`config.mk`:
```
export PLATFORM = sky130hd
export DESIGN_NAME = servo_command_line_decoder
export DESIGN_NICKNAME = d
export VERILOG_FILES = /design/src/hw/rtl/scl_pkg.sv /design/src/hw/rtl/scl_front.sv /design/src/hw/rtl/scl_queue.sv /design/src/hw/rtl/scl_back.sv /design/src/hw/rtl/servo_command_line_decoder.sv
export SDC_FILE = /design/constraint.sdc
export NUM_CORES = 1
export LEC_CHECK = 0
export ABC_CLOCK_PERIOD_IN_PS = 13900
export BUFFER_PORTS_ARGS = -buffer_cell sky130_fd_sc_hd__buf_2
export CAP_MARGIN = 20
export CORE_ASPECT_RATIO = 1.25
export CORE_MARGIN = 5
export CORE_UTILIZATION = 66
export CTS_BUF_LIST = sky130_fd_sc_hd__clkbuf_4
export CTS_CLUSTER_SIZE = 20
export DETAILED_ROUTE_END_ITERATION = 8
export PLACE_DENSITY_LB_ADDON = 0.15
export SLEW_MARGIN = 30
export SYNTH_ARGS = -nofsm -noshare
export SYNTH_HDL_FRONTEND = slang
export SYNTH_SLANG_ARGS = --single-unit
```
`constraint.sdc`:
```
create_clock -name clk -period 13.9 [get_ports clk]
set_input_delay 0.695 -clock clk [delete_from_list [all_inputs] [get_ports clk]]
set_output_delay 0.695 -clock clk [all_outputs]
set_load 0.1 [all_outputs]
```
`src/hw/rtl/scl_pkg.sv`:
```
`default_nettype none

package scl_pkg;

	// Line buffer sizing: LINE_CAPACITY-1 characters are kept per line
	localparam int LINE_CAPACITY = 32;
	localparam int CHAR_CNT_W    = $clog2(LINE_CAPACITY);

	// Scan position saturates; only the first few positions matter
	localparam int POS_W = 3;

	// Field widths
	localparam int BYTE_W    = 8;
	localparam int CMD_W     = 3;
	localparam int CHAN_W    = 3;
	localparam int US_W      = 12;
	localparam int COUNT_W   = 12;
	localparam int MAXOFF_W  = 9;
	localparam int PERIOD_W  = 16;
	localparam int OFFACC_W  = 10;
	localparam int OUT_DATA_W = 32;

	// Job queue between scanner and converter
	localparam int QUEUE_DEPTH = 2;
	localparam int QPTR_W      = $clog2(QUEUE_DEPTH);
	localparam int QCNT_W      = $clog2(QUEUE_DEPTH + 1);

	// APB register map
	localparam int APB_ADDR_W = 4;
	localparam int APB_DATA_W = 32;
	localparam logic [1:0] REG_NEUTRAL = 2'd0;
	localparam logic [1:0] REG_MAXOFF  = 2'd1;
	localparam logic [1:0] REG_PERIOD  = 2'd2;

	// Reset values of the configuration registers
	localparam logic [US_W-1:0]     NEUTRAL_RST = 12'd1500;
	localparam logic [MAXOFF_W-1:0] MAXOFF_RST  = 9'd150;
	localparam logic [PERIOD_W-1:0] PERIOD_RST  = 16'd19450;

	// Character codes
	localparam logic [BYTE_W-1:0] CH_CR    = 8'd13;
	localparam logic [BYTE_W-1:0] CH_LF    = 8'd10;
	localparam logic [BYTE_W-1:0] CH_NUL   = 8'd0;
	localparam logic [BYTE_W-1:0] CH_T     = "T";
	localparam logic [BYTE_W-1:0] CH_0     = "0";
	localparam logic [BYTE_W-1:0] CH_7     = "7";
	localparam logic [BYTE_W-1:0] CH_9     = "9";
	localparam logic [BYTE_W-1:0] CH_PLUS  = "+";
	localparam logic [BYTE_W-1:0] CH_MINUS = "-";

	// Offset accumulator clamp
	localparam logic [OFFACC_W-1:0] OFFACC_MAX = 10'd1023;

	// Count conversion: twelve quotient bits, one per step
	localparam int DIV_STEPS  = COUNT_W;
	localparam int DIV_CNT_W  = $clog2(DIV_STEPS);
	localparam logic [COUNT_W-1:0] COUNT_MAX = 12'd4095;
	localparam logic [US_W-1:0]    US_MAX    = 12'd4095;

	typedef enum logic [CMD_W-1:0] {
		CMD_HELP    = 3'd0,
		CMD_NEU     = 3'd1,
		CMD_IMU     = 3'd2,
		CMD_DEPTH   = 3'd3,
		CMD_SENS    = 3'd4,
		CMD_PULSE   = 3'd5,
		CMD_UNKNOWN = 3'd6
	} cmd_t;

	// Keywords, left justified and zero padded to eight characters
	localparam int KW_COUNT = 5;
	localparam logic [63:0] KW_TEXT [KW_COUNT] = '{
		{"HELP", 32'h0},
		{"NEU", 40'h0},
		{"IMU", 40'h0},
		{"DEPTH", 24'h0},
		{"SENS", 32'h0}
	};
	localparam logic [POS_W-1:0] KW_LEN [KW_COUNT] = '{3'd4, 3'd3, 3'd3, 3'd5, 3'd4};

	// Character of keyword k at position p, zero past its end
	function automatic logic [BYTE_W-1:0] kw_char(input int k, input logic [POS_W-1:0] p);
		logic [63:0] s;
		s = KW_TEXT[k];
		return s[(7 - int'(p)) * 8 +: 8];
	endfunction

	// One decoded line handed from scanner to converter
	typedef struct packed {
		cmd_t                cmd;
		logic [CHAN_W-1:0]   chan;
		logic                neg;
		logic [OFFACC_W-1:0] off;
	} job_t;

endpackage

`default_nettype wire

```
`src/hw/rtl/scl_front.sv`:
```
`default_nettype none

module scl_front import scl_pkg::*; (
	input  wire logic              clk,
	input  wire logic              arst_n,
	input  wire logic              in_valid,
	output logic                   in_ready,
	input  wire logic [BYTE_W-1:0] in_byte,
	input  wire logic              q_full,
	output logic                   q_push,
	output job_t                   q_job
);

	logic [CHAR_CNT_W-1:0] char_cnt_q;
	logic [POS_W-1:0]      text_len_q;
	logic [KW_COUNT-1:0]   kw_flags_q;
	logic                  syntax_ok_q;
	logic [CHAN_W-1:0]     chan_q;
	logic                  neg_q;
	logic [OFFACC_W-1:0]   acc_q;
	logic                  nul_seen_q;

	logic              accept;
	logic              is_eol;
	logic              is_digit;
	logic [13:0]       acc_next;
	logic [KW_COUNT-1:0] kw_next;
	cmd_t              cmd_sel;

	assign in_ready = !q_full;
	assign accept   = in_valid && in_ready;
	assign is_eol   = (in_byte == CH_CR) || (in_byte == CH_LF);
	assign is_digit = (in_byte >= CH_0) && (in_byte <= CH_9);

	// acc*10 + digit, clamped later
	assign acc_next = {1'b0, acc_q, 3'b000} + {3'b000, acc_q, 1'b0}
		+ {6'd0, in_byte - CH_0};

	// Keyword candidates that survive this character
	always_comb begin
		for (int k = 0; k < KW_COUNT; k++) begin
			kw_next[k] = kw_flags_q[k] && (in_byte == kw_char(k, text_len_q));
		end
	end

	// First keyword whose full text matched, else a pulse command if the T<chan><sign> syntax held
	always_comb begin
		cmd_sel = CMD_UNKNOWN;
		for (int k = KW_COUNT - 1; k >= 0; k--) begin
			if (kw_flags_q[k] && (text_len_q == KW_LEN[k])) begin
				cmd_sel = cmd_t'(k[CMD_W-1:0]);
			end
		end
		if (cmd_sel == CMD_UNKNOWN && syntax_ok_q && text_len_q >= 3'd4) begin
			cmd_sel = CMD_PULSE;
		end
	end

	// Job record at line end
	assign q_push       = accept && is_eol && (char_cnt_q != '0);
	assign q_job.cmd    = cmd_sel;
	assign q_job.chan   = (cmd_sel == CMD_PULSE) ? chan_q : '0;
	assign q_job.neg    = neg_q;
	assign q_job.off    = acc_q;

	// Line scanner
	always_ff @(posedge clk or negedge arst_n) begin
		if (!arst_n) begin
			char_cnt_q  <= '0;
			text_len_q  <= '0;
			kw_flags_q  <= '1;
			syntax_ok_q <= 1'b1;
			chan_q      <= '0;
			neg_q       <= 1'b0;
			acc_q       <= '0;
			nul_seen_q  <= 1'b0;
		end else if (accept) begin
			if (is_eol) begin
				char_cnt_q  <= '0;
				text_len_q  <= '0;
				kw_flags_q  <= '1;
				syntax_ok_q <= 1'b1;
				chan_q      <= '0;
				neg_q       <= 1'b0;
				acc_q       <= '0;
				nul_seen_q  <= 1'b0;
			end else if (char_cnt_q < CHAR_CNT_W'(LINE_CAPACITY - 1)) begin
				char_cnt_q <= char_cnt_q + 1'b1;
				if (in_byte == CH_NUL) begin
					nul_seen_q <= 1'b1;
				end else if (!nul_seen_q) begin
					kw_flags_q <= kw_next;
					if (text_len_q != '1) begin
						text_len_q <= text_len_q + 1'b1;
					end
					case (text_len_q)
						3'd0: begin
							if (in_byte != CH_T) syntax_ok_q <= 1'b0;
						end
						3'd1: begin
							if (in_byte >= CH_0 && in_byte <= CH_7) begin
								chan_q <= in_byte[CHAN_W-1:0];
							end else begin
								syntax_ok_q <= 1'b0;
							end
						end
						3'd2: begin
							if (in_byte == CH_PLUS) begin
								neg_q <= 1'b0;
							end else if (in_byte == CH_MINUS) begin
								neg_q <= 1'b1;
							end else begin
								syntax_ok_q <= 1'b0;
							end
						end
						default: begin
							if (is_digit) begin
								acc_q <= (acc_next > 14'(OFFACC_MAX)) ? OFFACC_MAX
									: acc_next[OFFACC_W-1:0];
							end else begin
								syntax_ok_q <= 1'b0;
							end
						end
					endcase
				end
			end
		end
	end

endmodule

`default_nettype wire

```
`src/hw/rtl/scl_queue.sv`:
```
`default_nettype none

module scl_queue import scl_pkg::*; (
	input  wire logic clk,
	input  wire logic arst_n,
	input  wire logic push,
	input  wire job_t push_job,
	output logic      full,
	input  wire logic pop,
	output logic      not_empty,
	output job_t      head
);

	job_t              mem_q [QUEUE_DEPTH];
	logic [QPTR_W-1:0] wr_ptr_q;
	logic [QPTR_W-1:0] rd_ptr_q;
	logic [QCNT_W-1:0] count_q;
	logic              do_push;
	logic              do_pop;

	assign full      = (count_q == QCNT_W'(QUEUE_DEPTH));
	assign not_empty = (count_q != '0);
	assign head      = mem_q[rd_ptr_q];
	assign do_push   = push && !full;
	assign do_pop    = pop && not_empty;

	// Entry storage
	always_ff @(posedge clk) begin
		if (do_push) begin
			mem_q[wr_ptr_q] <= push_job;
		end
	end

	// Pointers and fill count
	always_ff @(posedge clk or negedge arst_n) begin
		if (!arst_n) begin
			wr_ptr_q <= '0;
			rd_ptr_q <= '0;
			count_q  <= '0;
		end else begin
			if (do_push) begin
				wr_ptr_q <= (wr_ptr_q == QPTR_W'(QUEUE_DEPTH - 1)) ? '0 : wr_ptr_q + 1'b1;
			end
			if (do_pop) begin
				rd_ptr_q <= (rd_ptr_q == QPTR_W'(QUEUE_DEPTH - 1)) ? '0 : rd_ptr_q + 1'b1;
			end
			if (do_push && !do_pop) begin
				count_q <= count_q + 1'b1;
			end else if (do_pop && !do_push) begin
				count_q <= count_q - 1'b1;
			end
		end
	end

endmodule

`default_nettype wire

```
`src/hw/rtl/scl_back.sv`:
```
`default_nettype none

module scl_back import scl_pkg::*; (
	input  wire logic                clk,
	input  wire logic                arst_n,
	input  wire logic [US_W-1:0]     neutral_us,
	input  wire logic [MAXOFF_W-1:0] max_offset_us,
	input  wire logic [PERIOD_W-1:0] period_us,
	input  wire logic                q_valid,
	input  wire job_t                q_job,
	output logic                     q_pop,
	output logic                     out_valid,
	input  wire logic                out_ready,
	output logic [OUT_DATA_W-1:0]    out_data
);

	typedef enum logic [1:0] {
		ST_IDLE,
		ST_PREP,
		ST_DIV,
		ST_OUT
	} state_t;

	state_t               state_q;
	cmd_t                 cmd_q;
	logic [CHAN_W-1:0]    chan_q;
	logic [US_W-1:0]      pulse_q;
	logic [COUNT_W-1:0]   quot_q;
	logic [PERIOD_W-1:0]  rem_q;
	logic [COUNT_W-1:0]   low_q;
	logic [DIV_CNT_W-1:0] step_q;

	logic [OFFACC_W-1:0] off_sat;
	logic [12:0]         target;
	logic [US_W-1:0]     band_lo;
	logic [12:0]         band_hi;
	logic [12:0]         clamped;
	logic [US_W-1:0]     pulse_new;
	logic [24:0]         num;
	logic [27:0]         limit;
	logic [16:0]         rem_sh;
	logic [16:0]         rem_diff;

	// Target pulse: offset clamp, neutral +/- offset, safe band, 12-bit cap; neutral for other commands
	always_comb begin
		off_sat = (q_job.off > {1'b0, max_offset_us}) ? {1'b0, max_offset_us} : q_job.off;
		if (q_job.neg) begin
			target = ({1'b0, neutral_us} >= {3'b000, off_sat})
				? {1'b0, neutral_us} - {3'b000, off_sat} : '0;
		end else begin
			target = {1'b0, neutral_us} + {3'b000, off_sat};
		end
		band_lo = (neutral_us >= {3'b000, max_offset_us})
			? neutral_us - {3'b000, max_offset_us} : '0;
		band_hi = {1'b0, neutral_us} + {4'b0000, max_offset_us};
		clamped = target;
		if (clamped < {1'b0, band_lo}) clamped = {1'b0, band_lo};
		if (clamped > band_hi) clamped = band_hi;
		if (q_job.cmd == CMD_PULSE) begin
			pulse_new = clamped[12] ? US_MAX : clamped[US_W-1:0];
		end else begin
			pulse_new = neutral_us;
		end
	end

	// Rounded dividend and overflow bound for the count
	assign num      = {1'b0, pulse_q, 12'h000} + {10'd0, period_us[PERIOD_W-1:1]};
	assign limit    = {period_us, 12'h000};
	assign rem_sh   = {rem_q, low_q[COUNT_W-1]};
	assign rem_diff = rem_sh - {1'b0, period_us};

	assign q_pop     = (state_q == ST_IDLE) && q_valid;
	assign out_valid = (state_q == ST_OUT);
	assign out_data  = {{(OUT_DATA_W - CMD_W - CHAN_W - US_W - COUNT_W){1'b0}},
		quot_q, pulse_q, chan_q, cmd_q};

	// Conversion sequencer: load, bound check, restoring divide, hold result
	always_ff @(posedge clk or negedge arst_n) begin
		if (!arst_n) begin
			state_q <= ST_IDLE;
			step_q  <= '0;
			cmd_q   <= CMD_UNKNOWN;
			chan_q  <= '0;
			pulse_q <= '0;
			quot_q  <= '0;
			rem_q   <= '0;
			low_q   <= '0;
		end else begin
			case (state_q)
				ST_IDLE: begin
					if (q_valid) begin
						cmd_q   <= q_job.cmd;
						chan_q  <= q_job.chan;
						pulse_q <= pulse_new;
						state_q <= ST_PREP;
					end
				end
				ST_PREP: begin
					if ({3'b000, num} >= limit) begin
						quot_q  <= COUNT_MAX;
						state_q <= ST_OUT;
					end else begin
						rem_q   <= {3'b000, num[24:12]};
						low_q   <= num[11:0];
						quot_q  <= '0;
						step_q  <= '0;
						state_q <= ST_DIV;
					end
				end
				ST_DIV: begin
					if (!rem_diff[16]) begin
						rem_q  <= rem_diff[PERIOD_W-1:0];
						quot_q <= {quot_q[COUNT_W-2:0], 1'b1};
					end else begin
						rem_q  <= rem_sh[PERIOD_W-1:0];
						quot_q <= {quot_q[COUNT_W-2:0], 1'b0};
					end
					low_q  <= {low_q[COUNT_W-2:0], 1'b0};
					step_q <= step_q + 1'b1;
					if (step_q == DIV_CNT_W'(DIV_STEPS - 1)) begin
						state_q <= ST_OUT;
					end
				end
				ST_OUT: begin
					if (out_ready) begin
						state_q <= ST_IDLE;
					end
				end
				default: begin
					state_q <= ST_IDLE;
				end
			endcase
		end
	end

endmodule

`default_nettype wire

```
`src/hw/rtl/servo_command_line_decoder.sv`:
```
`default_nettype none

// Channel   Dir  Width  Contents
// s_axis    in   8      rx_byte
// m_axis    out  32     command, channel, pulse_us, pulse_count
// apb       in   4/32   neutral_us @0x0, max_offset_us @0x4, period_us @0x8
//
// Bytes are taken one per cycle while the two-entry line queue has room.
// A line end starts a conversion: one load, one bound check,
// twelve steps of the restoring divider by period_us, then the result is held.
// A count that saturates skips the divider and is offered straight after the bound check.
// Further lines queue up; the scanner stalls only when both entries are full.
// arst_n clears the scanner, queue and sequencer and loads the register defaults.

module servo_command_line_decoder import scl_pkg::*; (
	input  wire logic                  clk,
	input  wire logic                  arst_n,
	input  wire logic                  s_tvalid,
	output logic                       s_tready,
	input  wire logic [7:0]            s_tdata,  // [7:0] rx_byte
	output logic                       m_tvalid,
	input  wire logic                  m_tready,
	// [2:0] command, [5:3] channel, [17:6] pulse_us, [29:18] pulse_count
	output logic [OUT_DATA_W-1:0]      m_tdata,
	input  wire logic                  psel,
	input  wire logic                  penable,
	input  wire logic                  pwrite,
	input  wire logic [APB_ADDR_W-1:0] paddr,
	input  wire logic [APB_DATA_W-1:0] pwdata,
	output logic [APB_DATA_W-1:0]      prdata,
	output logic                       pready
);

	logic [US_W-1:0]     neutral_q;
	logic [MAXOFF_W-1:0] maxoff_q;
	logic [PERIOD_W-1:0] period_q;
	logic                cfg_wr;

	logic q_full;
	logic q_push;
	logic q_pop;
	logic q_not_empty;
	job_t push_job;
	job_t head_job;

	// Register port
	assign pready = 1'b1;
	assign cfg_wr = psel && penable && pwrite && pready;

	always_ff @(posedge clk or negedge arst_n) begin
		if (!arst_n) begin
			neutral_q <= NEUTRAL_RST;
			maxoff_q  <= MAXOFF_RST;
			period_q  <= PERIOD_RST;
		end else if (cfg_wr) begin
			case (paddr[3:2])
				REG_NEUTRAL: neutral_q <= pwdata[US_W-1:0];
				REG_MAXOFF:  maxoff_q  <= pwdata[MAXOFF_W-1:0];
				REG_PERIOD:  period_q  <= pwdata[PERIOD_W-1:0];
				default: begin
				end
			endcase
		end
	end

	// Register readback
	always_comb begin
		case (paddr[3:2])
			REG_NEUTRAL: prdata = {{(APB_DATA_W - US_W){1'b0}}, neutral_q};
			REG_MAXOFF:  prdata = {{(APB_DATA_W - MAXOFF_W){1'b0}}, maxoff_q};
			REG_PERIOD:  prdata = {{(APB_DATA_W - PERIOD_W){1'b0}}, period_q};
			default:     prdata = '0;
		endcase
	end

	scl_front u_front (
		.clk      (clk),
		.arst_n   (arst_n),
		.in_valid (s_tvalid),
		.in_ready (s_tready),
		.in_byte  (s_tdata),
		.q_full   (q_full),
		.q_push   (q_push),
		.q_job    (push_job)
	);

	scl_queue u_queue (
		.clk       (clk),
		.arst_n    (arst_n),
		.push      (q_push),
		.push_job  (push_job),
		.full      (q_full),
		.pop       (q_pop),
		.not_empty (q_not_empty),
		.head      (head_job)
	);

	scl_back u_back (
		.clk           (clk),
		.arst_n        (arst_n),
		.neutral_us    (neutral_q),
		.max_offset_us (maxoff_q),
		.period_us     (period_q),
		.q_valid       (q_not_empty),
		.q_job         (head_job),
		.q_pop         (q_pop),
		.out_valid     (m_tvalid),
		.out_ready     (m_tready),
		.out_data      (m_tdata)
	);

endmodule

`default_nettype wire

```
# Word level (Yosys, flattened, before mapping)
# Memories as Yosys holds them, arrays and structs flattened.
# Index checks and enable logic that the tools add are counted.
# classes
add_sub_neg	17
n_lt_le_gt_ge	12
eq_ne	38
shifts	5
n_mux	81
reduce_logical	59
# op_table
op	count
64-bit by 32-bit variable part select with 8-bit output (first input constant)	5
10-bit two-way mux	8
12-bit two-way mux	5
13-bit two-way mux	4
3-bit two-way mux	17
12-bit one-hot mux with 2 select lines	2
16-bit one-hot mux with 3 select lines	1
8-bit == test	5
16-bit two-way mux	2
16-bit one-hot mux with 2 select lines	1
5-bit two-way mux	6
25-bit by 28-bit greater-or-equal comparator with 1-bit output	1
24-bit by 15-bit adder with 25-bit output	1
1-bit two-way mux	25
1-bit logical AND	24
2-bit nonzero test	10
6-bit AND reduction	3
17-bit by 16-bit subtractor with 17-bit output	1
8-bit by 4-bit == test with 1-bit output (second input constant)	2
8-bit by 6-bit == test with 1-bit output (second input constant)	2
8-bit by 6-bit less-or-equal comparator with 1-bit output (second input constant)	2
3-bit == test (second input constant)	5
13-bit by 11-bit adder with 14-bit output	1
14-bit by 8-bit adder with 14-bit output	1
other kinds (51)	78
# word_totals
ff_bits	134
mem_bits_rw	34
in_bits	51
n_memories	1
# mem_list
memory	words	width	rd	rd_ports_with_merged_regs	write_ports	line	rtl
u_queue.mem_q	2	17	1	0	1	scl_queue.sv:14	job_t mem_q [QUEUE_DEPTH];

# Longest topological paths before layout
# logic_depth
word_depth	13
mapped_depth	43
mapped_depth_nobuf	38

# By module
# From an unflattened synthesis, not the netlist that was laid out.
# unflattened
hier_cells	1533
hier_area_um2	14076.0
# modules_own_cells
module	n_inst	cells_each	area_per_inst_um2
scl_back	1	977	7821.3
scl_front	1	341	2900.3
servo_command_line_decoder	1	143	1876.8
scl_queue	1	72	1477.7

# Least setup slack after synthesis
# OpenSTA, ideal clock, no wires.
# synth_path
path_type	reg-to-reg
from	register u_queue.rd_ptr_q
to	register u_back.pulse_q[6]
setup_ns	0.148
t_arrival_ns	8.793
t_required_ns	13.752
slack_ns	4.959
path_stages_with_launch	38
path_buffers	5
period_less_slack_ns	8.941
cell_sequence	dfrtp_1 -> buf_1 -> buf_1 -> mux2_2 -> ha_1 -> nand2_1 -> nor2_1 -> nand4_1 -> a221o_1 -> a31oi_1 -> buf_2 -> mux2i_1 -> ha_1 -> nor2_1 -> o311a_4 -> o41ai_4 -> a211o_2 -> buf_2 -> [2 not listed] -> ha_1 -> a21o_1 -> a21o_1 -> a21oi_1 -> o21ai_0 -> o41ai_2 -> and4bb_4 -> clkbuf_8 -> mux2_4 -> ha_1 -> o21a_1 -> o21ai_0 -> a211o_1 -> a311o_1 -> and3_1 -> nor4_2 -> a31o_2 -> a31oi_1
# synth_via
elab_chain_cells	12
# synth_rtl
element	line	rtl
from (decl)	scl_queue.sv:16	logic [QPTR_W-1:0] rd_ptr_q;
from (signal assigned)	scl_queue.sv:45	rd_ptr_q <= (rd_ptr_q == QPTR_W'(QUEUE_DEPTH - 1)) ? '0 : rd_ptr_q + 1'b1;
memory read 2 x 17 bit (*)	n/a	
10-bit by 9-bit greater-than comparator with 1-bit output	scl_back.sv:46	off_sat = (q_job.off > {1'b0, max_offset_us}) ? {1'b0, max_offset_us} : q_job.off;
10-bit two-way mux	scl_back.sv:46	
12-bit by 10-bit subtractor with 13-bit output or 12-bit by 10-bit greater-or-equal comparator with 1-bit output (tied branches)	scl_back.sv:49, scl_back.sv:48	
13-bit two-way mux	scl_back.sv:49	? {1'b0, neutral_us} - {3'b000, off_sat} : '0;
13-bit two-way mux	scl_back.sv:47	if (q_job.neg) begin
13-bit by 12-bit less-than comparator with 1-bit output	scl_back.sv:57	if (clamped < {1'b0, band_lo}) clamped = {1'b0, band_lo};
13-bit two-way mux	scl_back.sv:57	
13-bit greater-than comparator	scl_back.sv:58	if (clamped > band_hi) clamped = band_hi;
13-bit two-way mux	scl_back.sv:58	
12-bit two-way mux	scl_back.sv:60	pulse_new = clamped[12] ? US_MAX : clamped[US_W-1:0];
12-bit two-way mux (*)	scl_back.sv:59	if (q_job.cmd == CMD_PULSE) begin
to (signal assigned)	scl_back.sv:94	pulse_q <= pulse_new;
to (decl)	scl_back.sv:27	logic [US_W-1:0] pulse_q;
# Every way passes the cells marked *; elsewhere a longest branch is shown, timed or not.
# A chain may end at the register's enable or synchronous reset.

# Worst setup path after layout
# Ends and elaborated chain as after synthesis.

==> summary.md <==
| Metric | Value |
|---|---|
| Routed length per instance | `about 19 um` |
| Core Footprint | `a little over 0.02 mm^2` |
| Sequential-to-total area share from yosys stat | `approximately a third` |
| Synth async-reset ratio | `between 70% and 80%` |
| Rows | `58` |
| Cells after synthesis | `between 1,500 and 2,000` |
| Relative slew slack | `37.77%` |
| Postcts setup bufs | `0` |
| DIE HEIGHT | `approximately 170 um` |
| Register bit total from synthesis | `roughly 170` |
| Post-synth EDFFs | `34` |
| Max_cap viols | `0` |
| FF+latch area | `~0.0044 mm^2` |
| Worst-path fanout max | `22` |
| Layout cell share with drive strength beyond 1 | `roughly 14%` |
| Slowest CP cell | `dfrtp_1` |
| Synthesized area per cell | `9.021 um^2` |
| Fin. max-slew vios | `0` |
| Ys Warns | `0` |
| Number of global-route vias before repair | `around 11,000` |
| First-pass GRT wire length | `around 56 mm` |
| CP endpoint kind | `flop` |
| WP data arrival | `about 11 ns` |
| Post-cts resize count | `0` |
| Later-pin clock latency in the skew report | `approximately 0.6 ns` |
| Crit path buffers/inverters | `3` |
| Router iterations before antenna repair | `7` |
| Crit path max-delay family | `compound AO/OA/AOI/OAI gates` |
| Root Buffer | `clkbuf_4` |
| Initial antenna violation count | `3` |
| Most common cell on crit path | `ha_1` |
| Commonest cells after routing, fill and taps aside | `ha_1 (141), nand2_1 (134), o21ai_0 (122), a21oi_1 (109), dfrtp_1 (105)` |
| Routed Antenna Nets | `0` |
| RR Startpoint | `u_queue.rd_ptr_q` |
| Area of the multi-input gates | `around 0.0085 mm^2` |
| Via count | `around 12,000` |
| Final period util | `73.68%` |
| Routed vias/inst | `approximately 6.3` |
| Synthesized area | `0.01363 mm^2` |
| Pin count of the biggest net entering global routing | `73` |
| Clock buffer count from CTS | `17` |
| Gr ovfl total | `0` |
| H-tree depth | `4` |
| Post-synthesis cell type count | `88` |
| Most common cell after layout, fill and taps aside | `ha_1` |
| Layout area overhead | `6.059%` |
| Register-to-Register Setup Slack | `3.66 ns` |
| Tightest Hold Check Type | `in2async` |
| IO Port Bufs | `80` |
| Clk pin slew, worst setup/hold paths | `roughly 0.16 ns` |
| Worst R2R End | `u_back.pulse_q[6]` |
| Setup Viol. Count Final | `0` |
| Ys flop type | `dfrtp_1` |
| Status | `finished clean` |
| WL final | `roughly 35 mm` |
| Crit path time final | `10.24 ns` |
| Worst R2R Path Depth | `37` |
| Clock Path Buffers | `2` |
| Die width | `around 140 um` |
| CTS Sinks | `~170` |
| Routability Congestion | `around 1` |
| Largest stage delay on the critical path | `0.99 ns` |
| Initial Util | `about two thirds` |
| Endpoints failing hold | `0` |
| Gr usage total | `between 20% and 30%` |
| F_max | `just under 0.1 GHz` |
| CTS Hold Bufs | `0` |
| Initial drt markers | `slightly above 800` |
| Fillers | `around 1,600` |
| Clock skew | `0.03651 ns` |
| Unrepaired setup endpoints after global routing | `no` |
| Detailed Place HPWL | `between 20 and 30 mm` |
| CP required | `14.35 ns` |
| Least-Margin Pin Slew | `approximately 0.93 ns` |
| TritonCTS clock tree | `done` |
| WS Path Type | `reg2reg` |
| IO Pins | `between 100 and 150` |
| Worst setup SP type | `flop` |
| Nets | `about 1,800` |
| Die area | `about 0.024 mm^2` |
| Setup_tns | `0 ns` |
| DRC viols | `0` |
cell usage after synthesis, types with 6 or more instances:
master	n	area (um^2)
nor2b_1	19	118.9
a221o_1	7	70.07
or3_1	11	68.82
buf_2	14	70.07
mux2_2	41	461.7
o31ai_1	8	60.06
ha_1	141	1764
fa_1	12	240.2
and3_1	13	81.33
buf_1	7	26.28
inv_1	100	375.4
clkbuf_1	40	150.1
a22o_1	7	61.31
xor2_1	28	245.2
nor4_1	8	50.05
nand4_1	16	100.1
a21oi_1	109	545.5
xnor2_1	35	306.5
dfrtp_1	105	2628
mux2i_1	55	550.5
buf_4	19	142.6
o21ai_0	122	610.6
a21o_1	27	202.7
nand2_1	134	503.0
nor2_1	92	345.3
edfxtp_1	34	1021
a31oi_1	19	118.9
nor3_1	29	145.1
o21bai_1	11	82.58
and2_1	23	143.9
dfstp_2	29	762.0
a211oi_1	12	90.09
o21a_1	16	120.1
nand2b_1	24	150.1
nor3b_1	6	45.04
nand3_1	27	135.1
o211ai_1	9	67.56
registers in the layout (all words and copies together) (netlist names), 9 cells and up:
| register | cells |
|---|---|
| u_back.quot_q | 12 |
| neutral_q | 12 |
| maxoff_q | 9 |
| u_back.pulse_q | 12 |
| u_front.acc_q | 10 |
| u_back.low_q | 12 |
| u_back.rem_q | 16 |
| period_q | 16 |
| u_queue.mem_q | 34 |
cell families after synthesis:
| group | after synthesis | share of synthesized area, % |
|---|---|---|
| compound gates | 421 | 20.19 |
| simple gates | 421 | 15.15 |
| buf+inv | 185 | 5.875 |
| flops | 168 | 32.36 |
| fa+ha+maj | 153 | 14.71 |
| mux | 98 | 7.619 |
| xor+xnor | 63 | 4.048 |
| other cells | 2 | 0.05510 |
metrics by stage:
step           hold slack, ns  util, %  setup slack, ns  area [um^2]  cells
2_1_floorplan          0.3994        -            4.959        13700   1530
3_3_place_gp           0.4571    69.74            3.910        14120   1807
3_5_place_dp           0.4707    69.74            3.725        14120   1807
4_1_cts               0.04537    71.33            3.687        14440   1839
5_1_grt               0.05830    71.40            3.147        14460   1840
6_report              0.06345    71.40            3.658        14460   1840
routing by layer:
layer	up-vias	global-route usage [%]	part of all wire (%)
met4	4	14.05	4.7
met5	-	0	0.063
met2	404	50.57	49
met3	111	5.060	6.0
met1	5542	35.49	40
li1	5508	-	-
cell type report:
cell class	instances	share of cell area, %
repair buffers	89	3.306
diodes	1	0.01731
multi-input cells	1177	58.94
well taps	270	2.337
clock inverters	15	1.333
flip-flops and latches	168	30.51
inverters	103	2.674
clock buffers	17	0.8828
worst max-delay path by stage:
| stage | start | depth (start not counted) | to |
|---|---|---|---|
| 6_report | u_queue.rd_ptr_q | 37 | u_back.pulse_q[6] |
| 5_1_grt | u_queue.rd_ptr_q | 37 | u_back.pulse_q[6] |
| 4_1_cts | u_queue.rd_ptr_q | 37 | u_back.pulse_q[6] |
| 3_5_place_dp | u_queue.rd_ptr_q | 37 | u_back.pulse_q[6] |
| 3_3_place_gp | u_queue.rd_ptr_q | 37 | u_back.pulse_q[6] |
| 2_1_floorplan | u_queue.rd_ptr_q | 37 | u_back.pulse_q[6] |
Power is left out: the tool's default activity adds up to more than one toggle a clock period on the data nets, which glitch-free logic cannot reach.
